<file path="src/rtl/go_back_n_sender_core_macros.svh">
// ----------------------------------------------------------------------------
// Go-Back-N sender assertion macros
// Concurrent assertion wrappers; empty when SYNTHESIS is defined.
// ----------------------------------------------------------------------------
`ifndef GO_BACK_N_SENDER_CORE_MACROS_SVH
`define GO_BACK_N_SENDER_CORE_MACROS_SVH

`ifndef SYNTHESIS

// expression must hold at every clock edge out of reset
`define GBN_ASSERT_ALWAYS(label, clk, rst_n, expr) \
  label: assert property (@(posedge clk) disable iff (!(rst_n)) (expr)) \
    else $error("gbn: invariant violated");

// consequent must hold in the same cycle as the antecedent
`define GBN_ASSERT_IMPLIES(label, clk, rst_n, ante, cons) \
  label: assert property (@(posedge clk) disable iff (!(rst_n)) (ante) |-> (cons)) \
    else $error("gbn: implication violated");

`else

`define GBN_ASSERT_ALWAYS(label, clk, rst_n, expr)
`define GBN_ASSERT_IMPLIES(label, clk, rst_n, ante, cons)

`endif

`endif

</file>
<file path="src/rtl/gbn_pkg.sv">
// ----------------------------------------------------------------------------
// gbn_pkg
// Shared types and constants of the Go-Back-N sender.
// ----------------------------------------------------------------------------
package gbn_pkg;

  localparam int MAX_WINDOW_DEF = 8;
  localparam int SEQ_BITS_DEF   = 8;

  localparam int WIN_W  = 4;
  localparam int TMO_W  = 24;
  localparam int DATA_W = 32;
  localparam int FLT_W  = 4;
  localparam int APB_AW = 3;
  localparam int APB_DW = 32;

  localparam logic [WIN_W-1:0] WIN_RST = 4'd8;
  localparam logic [TMO_W-1:0] TMO_RST = 24'd1000;
  localparam logic [TMO_W-1:0] CNT_MAX = 24'hFFFFFF;

  // register index = paddr[2]
  typedef enum logic {
    REG_WINDOW  = 1'b0,
    REG_TIMEOUT = 1'b1
  } reg_idx_e;

  typedef enum logic [1:0] {
    OP_TICK  = 2'd0,
    OP_ACK   = 2'd1,
    OP_OFFER = 2'd2
  } op_e;

  typedef enum logic [2:0] {
    ST_IDLE    = 3'b001,
    ST_RS_READ = 3'b010,
    ST_RS_WAIT = 3'b100
  } state_e;

  // output beat flags, has_packet in bit 0
  typedef struct packed {
    logic offer_rejected;
    logic is_resend;
    logic has_packet;
  } beat_flags_t;

endpackage

</file>
<file path="src/rtl/go_back_n_sender_core.sv">
// ----------------------------------------------------------------------------
// go_back_n_sender_core
// Go-Back-N ARQ sender with window buffer, cumulative ACK and timeout resend.
// ----------------------------------------------------------------------------
// Offers, ACKs and timer ticks arrive as beats on the slave stream (tuser is
// the op code) and are taken at one beat per cycle while the output register
// is free. Each gives one result beat, except a tick that hits the timeout
// with packets outstanding: that tick gives one beat per outstanding packet,
// oldest first, with tlast on the newest; each packet is read from the window
// buffer, then loaded into the output register. No input is taken until the
// last resend beat is in the output register. The window buffer is a ring of
// MAX_WINDOW words addressed from a head pointer that moves on each ACK, so no
// data is copied. Its contents are undefined after reset and need no clearing
// pass; only written entries are ever read. The user must set window and
// timeout over APB (0x0, 0x4) only while idle; the block does not enforce it.
`include "go_back_n_sender_core_macros.svh"

module go_back_n_sender_core #(
  parameter int MAX_WINDOW = gbn_pkg::MAX_WINDOW_DEF,
  parameter int SEQ_BITS   = gbn_pkg::SEQ_BITS_DEF,
  parameter int IN_DW      = ((SEQ_BITS + gbn_pkg::DATA_W + 7) / 8) * 8,
  parameter int OUT_DW     = ((SEQ_BITS + gbn_pkg::DATA_W + gbn_pkg::FLT_W + 7) / 8) * 8
) (
  input  logic                         clk_i,
  input  logic                         rst_ni,
  // slave stream
  input  logic                         s_axis_tvalid,
  output logic                         s_axis_tready,
  input  logic [IN_DW-1:0]             s_axis_tdata,  // ack_seq, data_word, zero pad
  input  logic [1:0]                   s_axis_tuser,  // op
  // master stream
  output logic                         m_axis_tvalid,
  input  logic                         m_axis_tready,
  output logic [OUT_DW-1:0]            m_axis_tdata,  // pkt_seq, pkt_data, in_flight, pad
  output logic [2:0]                   m_axis_tuser,  // has_packet, is_resend, offer_rejected
  output logic                         m_axis_tlast,  // last
  // APB configuration
  input  logic                         psel,
  input  logic                         penable,
  input  logic                         pwrite,
  input  logic [gbn_pkg::APB_AW-1:0]   paddr,
  input  logic [gbn_pkg::APB_DW-1:0]   pwdata,
  output logic [gbn_pkg::APB_DW-1:0]   prdata,
  output logic                         pready
);

  localparam int IDX_W     = (MAX_WINDOW > 1) ? $clog2(MAX_WINDOW) : 1;
  localparam int SUM_W     = $clog2(2 * MAX_WINDOW);
  localparam int WIN_EFF_W = $clog2(MAX_WINDOW + 1);
  localparam int OUT_PAD   = OUT_DW - SEQ_BITS - gbn_pkg::DATA_W - gbn_pkg::FLT_W;
  // window never spans the whole sequence space
  localparam int SEQ_CAP   = (1 << SEQ_BITS) - 1;
  localparam int WIN_CAP   = (MAX_WINDOW < SEQ_CAP) ? MAX_WINDOW : SEQ_CAP;

  // ---------------------------------------------------------------- config
  logic [WIN_EFF_W-1:0]       win_eff;
  logic [gbn_pkg::TMO_W-1:0]  limit;

  gbn_cfg #(
    .MAX_WINDOW (WIN_CAP),
    .WIN_EFF_W  (WIN_EFF_W)
  ) u_cfg (
    .clk_i     (clk_i),
    .rst_ni    (rst_ni),
    .psel      (psel),
    .penable   (penable),
    .pwrite    (pwrite),
    .paddr     (paddr),
    .pwdata    (pwdata),
    .prdata    (prdata),
    .pready    (pready),
    .win_eff_o (win_eff),
    .limit_o   (limit)
  );

  // ---------------------------------------------------------------- state
  gbn_pkg::state_e            state_q, state_d;
  logic [SEQ_BITS-1:0]        base_q, base_d;
  logic [SEQ_BITS-1:0]        next_q, next_d;
  logic [IDX_W-1:0]           head_q, head_d;
  logic                       tact_q, tact_d;
  logic [gbn_pkg::TMO_W-1:0]  tcnt_q, tcnt_d;
  logic [SEQ_BITS-1:0]        k_q, k_d;     // resend index

  // output register
  logic                       m_valid_q, m_valid_d;
  gbn_pkg::beat_flags_t       m_flags_q, m_flags_d;
  logic [SEQ_BITS-1:0]        m_seq_q, m_seq_d;
  logic [gbn_pkg::DATA_W-1:0] m_data_q, m_data_d;
  logic [gbn_pkg::FLT_W-1:0]  m_flt_q, m_flt_d;
  logic                       m_last_q, m_last_d;
  logic                       out_load;
  logic                       out_free;

  // input fields
  gbn_pkg::op_e               in_op;
  logic [SEQ_BITS-1:0]        in_ack;
  logic [gbn_pkg::DATA_W-1:0] in_word;
  logic                       in_accept;

  // buffer port
  logic                       mem_we, mem_re;
  logic [IDX_W-1:0]           mem_waddr, mem_raddr;
  logic [gbn_pkg::DATA_W-1:0] mem_rdata;

  // datapath helpers
  logic [SEQ_BITS-1:0]        n_out;    // outstanding packets
  logic [SEQ_BITS-1:0]        ack_off;
  logic [SEQ_BITS-1:0]        drop;
  logic [SUM_W-1:0]           wr_sum, ack_sum, rd_sum;
  logic [IDX_W-1:0]           ack_head;
  logic [gbn_pkg::TMO_W-1:0]  cnt_inc;
  logic                       rs_last;

  assign in_op     = gbn_pkg::op_e'(s_axis_tuser);
  assign in_ack    = s_axis_tdata[SEQ_BITS-1:0];
  assign in_word   = s_axis_tdata[SEQ_BITS +: gbn_pkg::DATA_W];
  assign in_accept = s_axis_tvalid && s_axis_tready;

  assign out_free      = !m_valid_q || m_axis_tready;
  assign s_axis_tready = (state_q == gbn_pkg::ST_IDLE) && out_free;

  assign n_out   = next_q - base_q;
  assign ack_off = in_ack - base_q;
  assign drop    = ack_off + SEQ_BITS'(1);
  assign cnt_inc = (tcnt_q != gbn_pkg::CNT_MAX) ? tcnt_q + gbn_pkg::TMO_W'(1) : tcnt_q;
  assign rs_last = (k_q + SEQ_BITS'(1)) == n_out;

  // ring addressing: head + offset, wrapped once at MAX_WINDOW
  assign wr_sum  = SUM_W'(head_q) + SUM_W'(n_out);
  assign ack_sum = SUM_W'(head_q) + SUM_W'(drop);
  assign rd_sum  = SUM_W'(head_q) + SUM_W'(k_q);

  assign mem_waddr = (wr_sum >= SUM_W'(MAX_WINDOW)) ?
                     IDX_W'(wr_sum - SUM_W'(MAX_WINDOW)) : IDX_W'(wr_sum);
  assign ack_head  = (ack_sum >= SUM_W'(MAX_WINDOW)) ?
                     IDX_W'(ack_sum - SUM_W'(MAX_WINDOW)) : IDX_W'(ack_sum);
  assign mem_raddr = (rd_sum >= SUM_W'(MAX_WINDOW)) ?
                     IDX_W'(rd_sum - SUM_W'(MAX_WINDOW)) : IDX_W'(rd_sum);

  gbn_buf #(
    .DEPTH  (MAX_WINDOW),
    .ADDR_W (IDX_W)
  ) u_buf (
    .clk_i   (clk_i),
    .we_i    (mem_we),
    .waddr_i (mem_waddr),
    .wdata_i (in_word),
    .re_i    (mem_re),
    .raddr_i (mem_raddr),
    .rdata_o (mem_rdata)
  );

  // ---------------------------------------------------------------- control
  always_comb begin
    state_d   = state_q;
    base_d    = base_q;
    next_d    = next_q;
    head_d    = head_q;
    tact_d    = tact_q;
    tcnt_d    = tcnt_q;
    k_d       = k_q;
    mem_we    = 1'b0;
    mem_re    = 1'b0;
    out_load  = 1'b0;
    m_flags_d = '0;
    m_seq_d   = '0;
    m_data_d  = '0;
    m_last_d  = 1'b1;
    m_flt_d   = m_flt_q;

    unique case (state_q)
      gbn_pkg::ST_IDLE: begin
        if (in_accept) begin
          out_load = 1'b1;
          case (in_op)
            gbn_pkg::OP_OFFER: begin
              if (32'(n_out) >= 32'(win_eff)) begin
                m_flags_d.offer_rejected = 1'b1;
              end else begin
                mem_we = 1'b1;
                if (n_out == '0) begin
                  tact_d = 1'b1;
                  tcnt_d = '0;
                end
                next_d               = next_q + SEQ_BITS'(1);
                m_flags_d.has_packet = 1'b1;
                m_seq_d              = next_q;
                m_data_d             = in_word;
              end
            end
            gbn_pkg::OP_ACK: begin
              // cumulative ACK inside the outstanding range slides the base
              if (ack_off < n_out) begin
                base_d = base_q + drop;
                head_d = ack_head;
                tact_d = (drop != n_out);
                tcnt_d = '0;
              end
            end
            gbn_pkg::OP_TICK: begin
              if (tact_q) begin
                if (cnt_inc >= limit) begin
                  tcnt_d = '0;
                  if (n_out != '0) begin
                    // resend beats replace this tick's single result
                    out_load = 1'b0;
                    k_d      = '0;
                    state_d  = gbn_pkg::ST_RS_READ;
                  end
                end else begin
                  tcnt_d = cnt_inc;
                end
              end
            end
            default: ;
          endcase
        end
      end

      gbn_pkg::ST_RS_READ: begin
        mem_re  = 1'b1;
        state_d = gbn_pkg::ST_RS_WAIT;
      end

      gbn_pkg::ST_RS_WAIT: begin
        if (out_free) begin
          out_load             = 1'b1;
          m_flags_d.has_packet = 1'b1;
          m_flags_d.is_resend  = 1'b1;
          m_seq_d              = base_q + k_q;
          m_data_d             = mem_rdata;
          m_last_d             = rs_last;
          k_d                  = k_q + SEQ_BITS'(1);
          state_d              = rs_last ? gbn_pkg::ST_IDLE : gbn_pkg::ST_RS_READ;
        end
      end

      default: state_d = gbn_pkg::ST_IDLE;
    endcase

    if (out_load) begin
      m_flt_d = gbn_pkg::FLT_W'(next_d - base_d);
    end
  end

  assign m_valid_d = out_load || (m_valid_q && !m_axis_tready);

  always_ff @(posedge clk_i or negedge rst_ni) begin
    if (!rst_ni) begin
      state_q   <= gbn_pkg::ST_IDLE;
      base_q    <= '0;
      next_q    <= '0;
      head_q    <= '0;
      tact_q    <= 1'b0;
      tcnt_q    <= '0;
      k_q       <= '0;
      m_valid_q <= 1'b0;
    end else begin
      state_q   <= state_d;
      base_q    <= base_d;
      next_q    <= next_d;
      head_q    <= head_d;
      tact_q    <= tact_d;
      tcnt_q    <= tcnt_d;
      k_q       <= k_d;
      m_valid_q <= m_valid_d;
    end
  end

  always_ff @(posedge clk_i) begin
    if (out_load) begin
      m_flags_q <= m_flags_d;
      m_seq_q   <= m_seq_d;
      m_data_q  <= m_data_d;
      m_flt_q   <= m_flt_d;
      m_last_q  <= m_last_d;
    end
  end

  assign m_axis_tvalid = m_valid_q;
  assign m_axis_tuser  = m_flags_q;
  assign m_axis_tlast  = m_last_q;
  assign m_axis_tdata  = {{OUT_PAD{1'b0}}, m_flt_q, m_data_q, m_seq_q};

  // ---------------------------------------------------------------- checks
  `GBN_ASSERT_ALWAYS(a_flight_bound, clk_i, rst_ni, 32'(n_out) <= MAX_WINDOW)
  `GBN_ASSERT_ALWAYS(a_timer_tracks_flight, clk_i, rst_ni, tact_q == (n_out != '0))
  `GBN_ASSERT_IMPLIES(a_no_take_in_resend, clk_i, rst_ni, state_q != gbn_pkg::ST_IDLE, !s_axis_tready)
  `GBN_ASSERT_IMPLIES(a_resend_last_is_newest, clk_i, rst_ni, m_valid_q && m_flags_q.is_resend && m_last_q, (m_seq_q + SEQ_BITS'(1)) == next_q)

endmodule

</file>
<file path="src/rtl/gbn_cfg.sv">
// ----------------------------------------------------------------------------
// gbn_cfg
// APB register file: window size and timeout, with effective-value clamping.
// ----------------------------------------------------------------------------
module gbn_cfg #(
  parameter int MAX_WINDOW = gbn_pkg::MAX_WINDOW_DEF,
  parameter int WIN_EFF_W  = $clog2(MAX_WINDOW + 1)
) (
  input  logic                         clk_i,
  input  logic                         rst_ni,
  input  logic                         psel,
  input  logic                         penable,
  input  logic                         pwrite,
  input  logic [gbn_pkg::APB_AW-1:0]   paddr,
  input  logic [gbn_pkg::APB_DW-1:0]   pwdata,
  output logic [gbn_pkg::APB_DW-1:0]   prdata,
  output logic                         pready,
  output logic [WIN_EFF_W-1:0]         win_eff_o,
  output logic [gbn_pkg::TMO_W-1:0]    limit_o
);

  logic [gbn_pkg::WIN_W-1:0] win_q, win_d;
  logic [gbn_pkg::TMO_W-1:0] tmo_q, tmo_d;
  logic                      wr_en;
  gbn_pkg::reg_idx_e         reg_idx;
  logic [gbn_pkg::WIN_W-1:0] win_nz;

  assign pready  = 1'b1;
  assign wr_en   = psel && penable && pwrite && pready;
  assign reg_idx = gbn_pkg::reg_idx_e'(paddr[2]);

  always_comb begin
    win_d = win_q;
    tmo_d = tmo_q;
    if (wr_en) begin
      unique case (reg_idx)
        gbn_pkg::REG_WINDOW:  win_d = pwdata[gbn_pkg::WIN_W-1:0];
        gbn_pkg::REG_TIMEOUT: tmo_d = pwdata[gbn_pkg::TMO_W-1:0];
        default: ;
      endcase
    end
  end

  always_ff @(posedge clk_i or negedge rst_ni) begin
    if (!rst_ni) begin
      win_q <= gbn_pkg::WIN_RST;
      tmo_q <= gbn_pkg::TMO_RST;
    end else begin
      win_q <= win_d;
      tmo_q <= tmo_d;
    end
  end

  always_comb begin
    unique case (reg_idx)
      gbn_pkg::REG_WINDOW:
        prdata = {{(gbn_pkg::APB_DW-gbn_pkg::WIN_W){1'b0}}, win_q};
      gbn_pkg::REG_TIMEOUT:
        prdata = {{(gbn_pkg::APB_DW-gbn_pkg::TMO_W){1'b0}}, tmo_q};
      default: prdata = '0;
    endcase
  end

  // zero means 1; clamp to the buffer depth
  assign win_nz = (win_q == '0) ? gbn_pkg::WIN_W'(1) : win_q;

  always_comb begin
    if (32'(win_nz) > MAX_WINDOW) begin
      win_eff_o = WIN_EFF_W'(MAX_WINDOW);
    end else begin
      win_eff_o = WIN_EFF_W'(win_nz);
    end
  end

  assign limit_o = (tmo_q == '0) ? gbn_pkg::TMO_W'(1) : tmo_q;

endmodule

</file>
<file path="src/rtl/gbn_buf.sv">
// ----------------------------------------------------------------------------
// gbn_buf
// Window buffer: one write port, one read port, registered read data.
// ----------------------------------------------------------------------------
module gbn_buf #(
  parameter int DEPTH  = gbn_pkg::MAX_WINDOW_DEF,
  parameter int ADDR_W = (DEPTH > 1) ? $clog2(DEPTH) : 1
) (
  input  logic                         clk_i,
  input  logic                         we_i,
  input  logic [ADDR_W-1:0]            waddr_i,
  input  logic [gbn_pkg::DATA_W-1:0]   wdata_i,
  input  logic                         re_i,
  input  logic [ADDR_W-1:0]            raddr_i,
  output logic [gbn_pkg::DATA_W-1:0]   rdata_o
);

  logic [gbn_pkg::DATA_W-1:0] mem [DEPTH];
  logic [gbn_pkg::DATA_W-1:0] rdata_q;

  always_ff @(posedge clk_i) begin
    if (we_i) begin
      mem[waddr_i] <= wdata_i;
    end
  end

  always_ff @(posedge clk_i) begin
    if (re_i) begin
      rdata_q <= mem[raddr_i];
    end
  end

  assign rdata_o = rdata_q;

endmodule

</file>
<file path="config.mk">
export PLATFORM = sky130hd
export DESIGN_NAME = go_back_n_sender_core
export DESIGN_NICKNAME = d
export VERILOG_FILES = /design/src/rtl/gbn_pkg.sv /design/src/rtl/go_back_n_sender_core.sv /design/src/rtl/gbn_cfg.sv /design/src/rtl/gbn_buf.sv
export VERILOG_INCLUDE_DIRS = /design/src /design/src/rtl
export SDC_FILE = /design/constraint.sdc
export NUM_CORES = 1
export LEC_CHECK = 0
export CAP_MARGIN = 10
export CORE_ASPECT_RATIO = 1.25
export CORE_MARGIN = 8
export CORE_UTILIZATION = 60
export DETAILED_ROUTE_END_ITERATION = 7
export DONT_BUFFER_PORTS = 1
export PLACE_DENSITY_LB_ADDON = 0.05
export SETUP_SLACK_MARGIN = 0.2
export SYNTH_ARGS = -nofsm -noshare
export SYNTH_HDL_FRONTEND = slang
export SYNTH_HIERARCHICAL = 1
export SYNTH_SLANG_ARGS = --single-unit
</file>
<file path="constraint.sdc">
create_clock -name clk_i -period 7.54 [get_ports clk_i]
set_clock_uncertainty 0.15 [all_clocks]
set_input_delay 0.754 -clock clk_i [delete_from_list [all_inputs] [get_ports clk_i]]
set_output_delay 0.754 -clock clk_i [all_outputs]
set_load 0.02 [all_outputs]
</file>
Word level (Yosys, flattened, before mapping) --
Memory sizes are Yosys's and may differ from the RTL's. A register that Yosys moved wholly into a read port is not among the register bits. Cells that the tools add are included.
Storage, ports and cells: bits in registers 132, memory bits (writable) 256, logic and storage cells 153, memories kept 1
Cells by class: add/subtract/negate cells 15, magnitude comparators 7, equality and inequality tests 18, multiplexer cells 68, bitwise gates (word level) 1, reductions and logical operators 26
Memory list:
- u_buf.mem | words 8, bits a word 32, read ports 1, clocked after Yosys merged registers in 1, wr ports 1, line gbn_buf.sv:18 | logic [gbn_pkg::DATA_W-1:0] mem [DEPTH];
Operator list (number):
- $mux 24 | 7
- $mux 8 | 18
- $mux 32 | 4
- $pmux 32 s2 | 2
- $pmux 24 s3 | 1
- $pmux 8 s2 | 2
- $mux 3 | 9
- $add 24x1->24 const B | 1
- $add 8x1->8 const B | 3
- $ge 24x24->1 | 1
- $logic_not 24->1 | 1
- $ne 24x24->1 const B | 1
- $mux 1 | 17
- $add 8x8->8 | 2
- $sub 8x8->8 | 2
- $ne 2x2->1 const B | 7
- $reduce_and 7->1 | 2
- $add 3x4->4 | 3
- $ge 4x4->1 const B | 3
- $reduce_and 6->1 | 2
- $pmux 3 s3 | 1
- $sub 3x1->3 const B | 3
- $eq 8x8->1 | 1
- $ge 8x4->1 | 1
- other kinds (26) | 41

Depth between registers and ports, before layout --
depth in word-level cells 11, gate-level depth with buffers 23

Modules after synthesis --
Netlist, hierarchy kept.
Modules (own cells, without submodules):
- gbn_buf | times used 1, cells each 415, area each 10786.6 µm²
- go_back_n_sender_core | times used 1, cells each 779, area each 7744.9 µm²
- gbn_cfg | times used 1, cells each 136, area each 1585.3 µm²

Least setup slack after synthesis --
No wires, ideal clock.
path kind register -> register, from register next_q[0], to memory u_buf/mem[0][0] in the netlist's numbering, enable pin, library setup time 461 ps, data arrival time 4977 ps, required time 6929 ps, setup slack 1952 ps, cell stages (with the launch flop) 14, path buffers 2, period minus slack after synthesis 5588 ps, cells stage by stage dfrtp_1 inv_1 ha_1 fa_1 xnor2_1 ha_1 nand2_1 o21a_1 o211ai_1 nor4_2 buf_2 buf_2 nand2b_1 nor3_1
On the way: cells in the longest elaborated chain, start to end 8
Ends and longest elaborated chain:
- from (decl) | line go_back_n_sender_core.sv:79 | logic [SEQ_BITS-1:0] next_q, next_d;
- from (signal assigned) | line go_back_n_sender_core.sv:262 | next_q <= next_d;
- $sub 8x8->8 | line go_back_n_sender_core.sv:123 | assign n_out = next_q - base_q;
- $ge 8x4->1 | line go_back_n_sender_core.sv:178 | if (32'(n_out) >= 32'(win_eff)) begin
- $mux 1 | line go_back_n_sender_core.sv:178
- $mux 1 | line go_back_n_sender_core.sv:176 | case (in_op)
- $mux 1 | line go_back_n_sender_core.sv:174 | if (in_accept) begin
- $mux 1 | line go_back_n_sender_core.sv:172 | unique case (state_q)
- net mem_we | line go_back_n_sender_core.sv:102 | logic mem_we, mem_re;
- $mux 1 | line gbn_buf.sv:22 | if (we_i) begin
- $mux 1 (not written as such) | line gbn_buf.sv:23 | mem[waddr_i] <= wdata_i;
- to (decl) | line gbn_buf.sv:18
The timed path passes the listed nets, and every way through them passes these cells.

Final worst setup path --
from register next_q[0], to register m_flt_q[3] in the netlist's numbering (data pin)
On the way: cells in the longest elaborated chain, start to end 7
Ends and longest elaborated chain:
- $sub 8x8->8 | line go_back_n_sender_core.sv:123
- $lt 8x8->1 | line go_back_n_sender_core.sv:194 | if (ack_off < n_out) begin
- $mux 8 | line go_back_n_sender_core.sv:194
- $mux 8 | line go_back_n_sender_core.sv:176
- $mux 8 | line go_back_n_sender_core.sv:174
- $mux 8 | line go_back_n_sender_core.sv:172
- net base_d[1] | line go_back_n_sender_core.sv:78 | logic [SEQ_BITS-1:0] base_q, base_d;
- $sub 4x4->4 | line go_back_n_sender_core.sv:243 | m_flt_d = gbn_pkg::FLT_W'(next_d - base_d);
- net m_flt_d, one bit | line go_back_n_sender_core.sv:90 | logic [gbn_pkg::FLT_W-1:0] m_flt_q, m_flt_d;
- to (signal assigned) | line go_back_n_sender_core.sv:276 | m_flt_q <= m_flt_d;
- to (decl) | line go_back_n_sender_core.sv:90
The timed path passes the listed nets, and every way through them passes these cells. A chain may end at the register's enable or synchronous reset.

==> impl_metrics.ini <==
[cells_and_area]
drive_above_1_share = 0.1575
diodes = 0
multi_input_comb_area_um2 = 7326
fill_cells = 2412
final_common_cell = edfxtp_1
area_growth_pct = 8.577
layout.nets = 1486
regArea_um2 = 12200
final_cell_mix = edfxtp_1 (336), dfrtp_1 (76), ha_1 (73)

[timing]
fin_crit_sh = 0.7154
setup_tns_ns = 0
fmaxAchievable_mhz = 185.4
hold_slack_ns = 0.1417
finalMaxSlewViolations = 0
finalSetupViolCount = 0
rsz0062_at_grt = false
final-hold-violation-count = 0
period_minus_slack_ns = 5.394
worstMarginPinSlew_ns = 1.056
slew_headroom = 0.2951

[yosys]
synthArstFlopShare = 0.2000
synth-edff-count = 336
postSynthCellCount = 1330
synth_warnings = 6
syn_area_per_cell_um2 = 15.13
yosysUniqueCellTypes = 75
synth_ff_type = edfxtp_1
ys_seq_elements = 420
synth_area_um2 = 20120
synth-seq-area-share = 0.6065

[power_and_ir_drop]
powerDensity_nw_per_um2 = 349.3
power.leakage_nw = 8.150
p_total_w = 0.007629
vdd_drop_max_uv = 267.6

[cts]
clockBufferDepth = 3
cts_root_buffer = clkbuf_16
insertion_delay_ns = 0.55
cts_num_sinks = 420
h-tree-depth = 2
post_cts_buffers = 0
clk_pin_slew_ns = 0.06
tritoncts = yes
numCtsBuffers = 43

[routing]
firstDrtPassIters = 5
post_drt_wl_per_cell_um = 23.36
drtIter0Drc = 601
vias_per_cell = 6.072
vias = 10780
ant_nets = 0
drcViolationCount = 0
drt-total-wl_um = 41460

[global_route]
grt_antenna_before_repair = 0
grt_use_met3 = 0.04747
grt_max_degree = 85
track_usage = 0.2107
grt_pass1_vias = 11200
grt_pass1_wl_um = 64620
met1_usage = 0.2600
grt_util_met2 = 0.3715
overflow = 0
top_usage_layer = met2

[min_path]
holdCritStartpoint = s_axis_tdata[32]
worstHoldPathType = primary input to flop
worstHoldPathCells = 0
hold_end = u_buf/mem[0][24]

[die]
die_w_um = 179.8
initial_utilization = 0.6039
die_h_um = 220.7
dieArea_um2 = 39680
placementRows = 75
core-area_um2 = 33310
io_pins = 171

[worst_setup_path]
startpoint_type = flop
crit_fanout = 17
endpoint_kind = flop
arrival_ns = 5.53
r2r-end = m_flt_q[3]
r2r_slack_ns = 2.15
cp.required_ns = 7.68
reg2reg_from = next_q[0]
critical_path_class = flop to flop
r2r_cells = 21

[run_status]
outcome = finished, final reports clean

[place]
dp_hpwl_um = 26190
gp_congestion = 0.8334
io_buffer_count = 0

[run]
drv_cap = 0
==> area by class of cell <==
class	instances	share of cell area
well taps	423	0.02423
multi-input cells	767	0.3354
flip-flops and latches	420	0.5586
repair buffers	17	0.006874
inverters	71	0.01220
clock buffers	54	0.05259
clock inverters	23	0.01008
==> kinds of logic (layout without fill, tap and decap cells) <==
logic type | Yosys count | count (layout) | synth area share
DFF | 420 | 420 | 0.6065
and+or+nand+nor | 254 | 254 | 0.06823
AOI/OAI and AO/OA | 191 | 191 | 0.06898
buffers and inverters | 153 | 165 | 0.03570
muxes | 139 | 139 | 0.1247
xor gates and xnor gates | 88 | 88 | 0.04130
adders and majority gates | 82 | 82 | 0.05399
other | 3 | 13 | 0.0005597
==> layer usage <==
layer  wire, um  part of all wire  up-vias
met5          0                 0        -
met4        864             0.021        0
met3       2581             0.062       58
met2      21020              0.51      252
met1      16990              0.41     5446
li1           -                 -     5021
==> synth_stat cells, types with 17 or more instances <==
cell,n,area (um2)
nand3_1,19,95.09
o21ai_1,21,105.1
nand2b_1,17,106.4
clkbuf_1,40,150.1
a22o_1,49,429.2
nor2_1,54,202.7
edfxtp_1,336,10090
ha_1,74,925.9
mux4_2,24,540.5
a21oi_1,32,160.2
nand2_1,51,191.4
o21ai_0,23,115.1
mux4_1,40,1051
mux2_2,49,551.8
inv_1,69,259.0
dfrtp_1,76,1902
xor2_1,27,236.5
mux2_4,21,315.3
xnor2_1,54,473.0
and2_1,27,168.9
==> worst max path at each step <==
| stage | from | endpoint | slack (ns) | depth (start not counted) |
|---|---|---|---|---|
| floorplan | next_q[0] | u_buf/mem[0][0] | 1.95 | 13 |
| global placement | s_axis_tdata[0] | m_flt_q[3] | 1.97 | 20 |
| detailed placement | s_axis_tdata[0] | m_flt_q[3] | 1.97 | 20 |
| CTS | base_q[1] | m_flt_q[3] | 2.08 | 20 |
| global route | next_q[0] | m_flt_q[3] | 1.69 | 21 |
| finish | next_q[0] | m_flt_q[3] | 2.15 | 21 |
==> registers in the layout (all words and copies together), names as in the netlist, 4 cells and up <==
name	flops
base_q	8
k_q	8
m_data_q	32
m_flt_q	4
m_seq_q	8
next_q	8
tcnt_q	24
u_buf/mem	256
u_buf/rdata_o	32
u_cfg/tmo_q	24
u_cfg/win_q	4
==> through the flow <==
stage | utilization | worst slack (ns) | area, um2 | std cells
CTS | 0.6557 | 2.083 | 21840 | 1775
global placement | 0.6134 | 1.970 | 20440 | 1696
detailed placement | 0.6134 | 1.967 | 20440 | 1696
floorplan | - | 1.952 | 20150 | 1340
finish | 0.6557 | 2.146 | 21840 | 1775
global route | 0.6557 | 1.689 | 21840 | 1775
==> worst max-delay path, cell delays in order (launching register included) <==
cell,delay [ns]
dfrtp_1,0.47
inv_1,0.09
ha_1,0.21
fa_1,0.40
nand2b_1,0.19
a21oi_1,0.18
mux2i_1,0.21
nand2_1,0.22
inv_1,0.19
ha_1,0.26
o21ai_0,0.16
nor2_1,0.06
nor4b_1,0.27
o21a_1,0.21
nand2_1,0.45
o21ai_0,0.41
inv_1,0.13
ha_1,0.29
a21o_1,0.17
a21oi_1,0.17
xnor2_1,0.16
xnor2_1,0.09
==> power by group <==
group / switching [W] / leakage [nW] / internal (W)
logic: 0.00139 / 3.37 / 0.00123
registers: 0.000207 / 4.11 / 0.00272
clock network: 0.000860 / 0.667 / 0.00121
==> what timing repair did <==
action | 4_1_cts | 5_1_grt
hold endpoints to repair | 84 | 0
gates resized for setup | 0 | 0
hold buffers | 2 | 0
No activity file was read; power rests on OpenSTA's default activity.
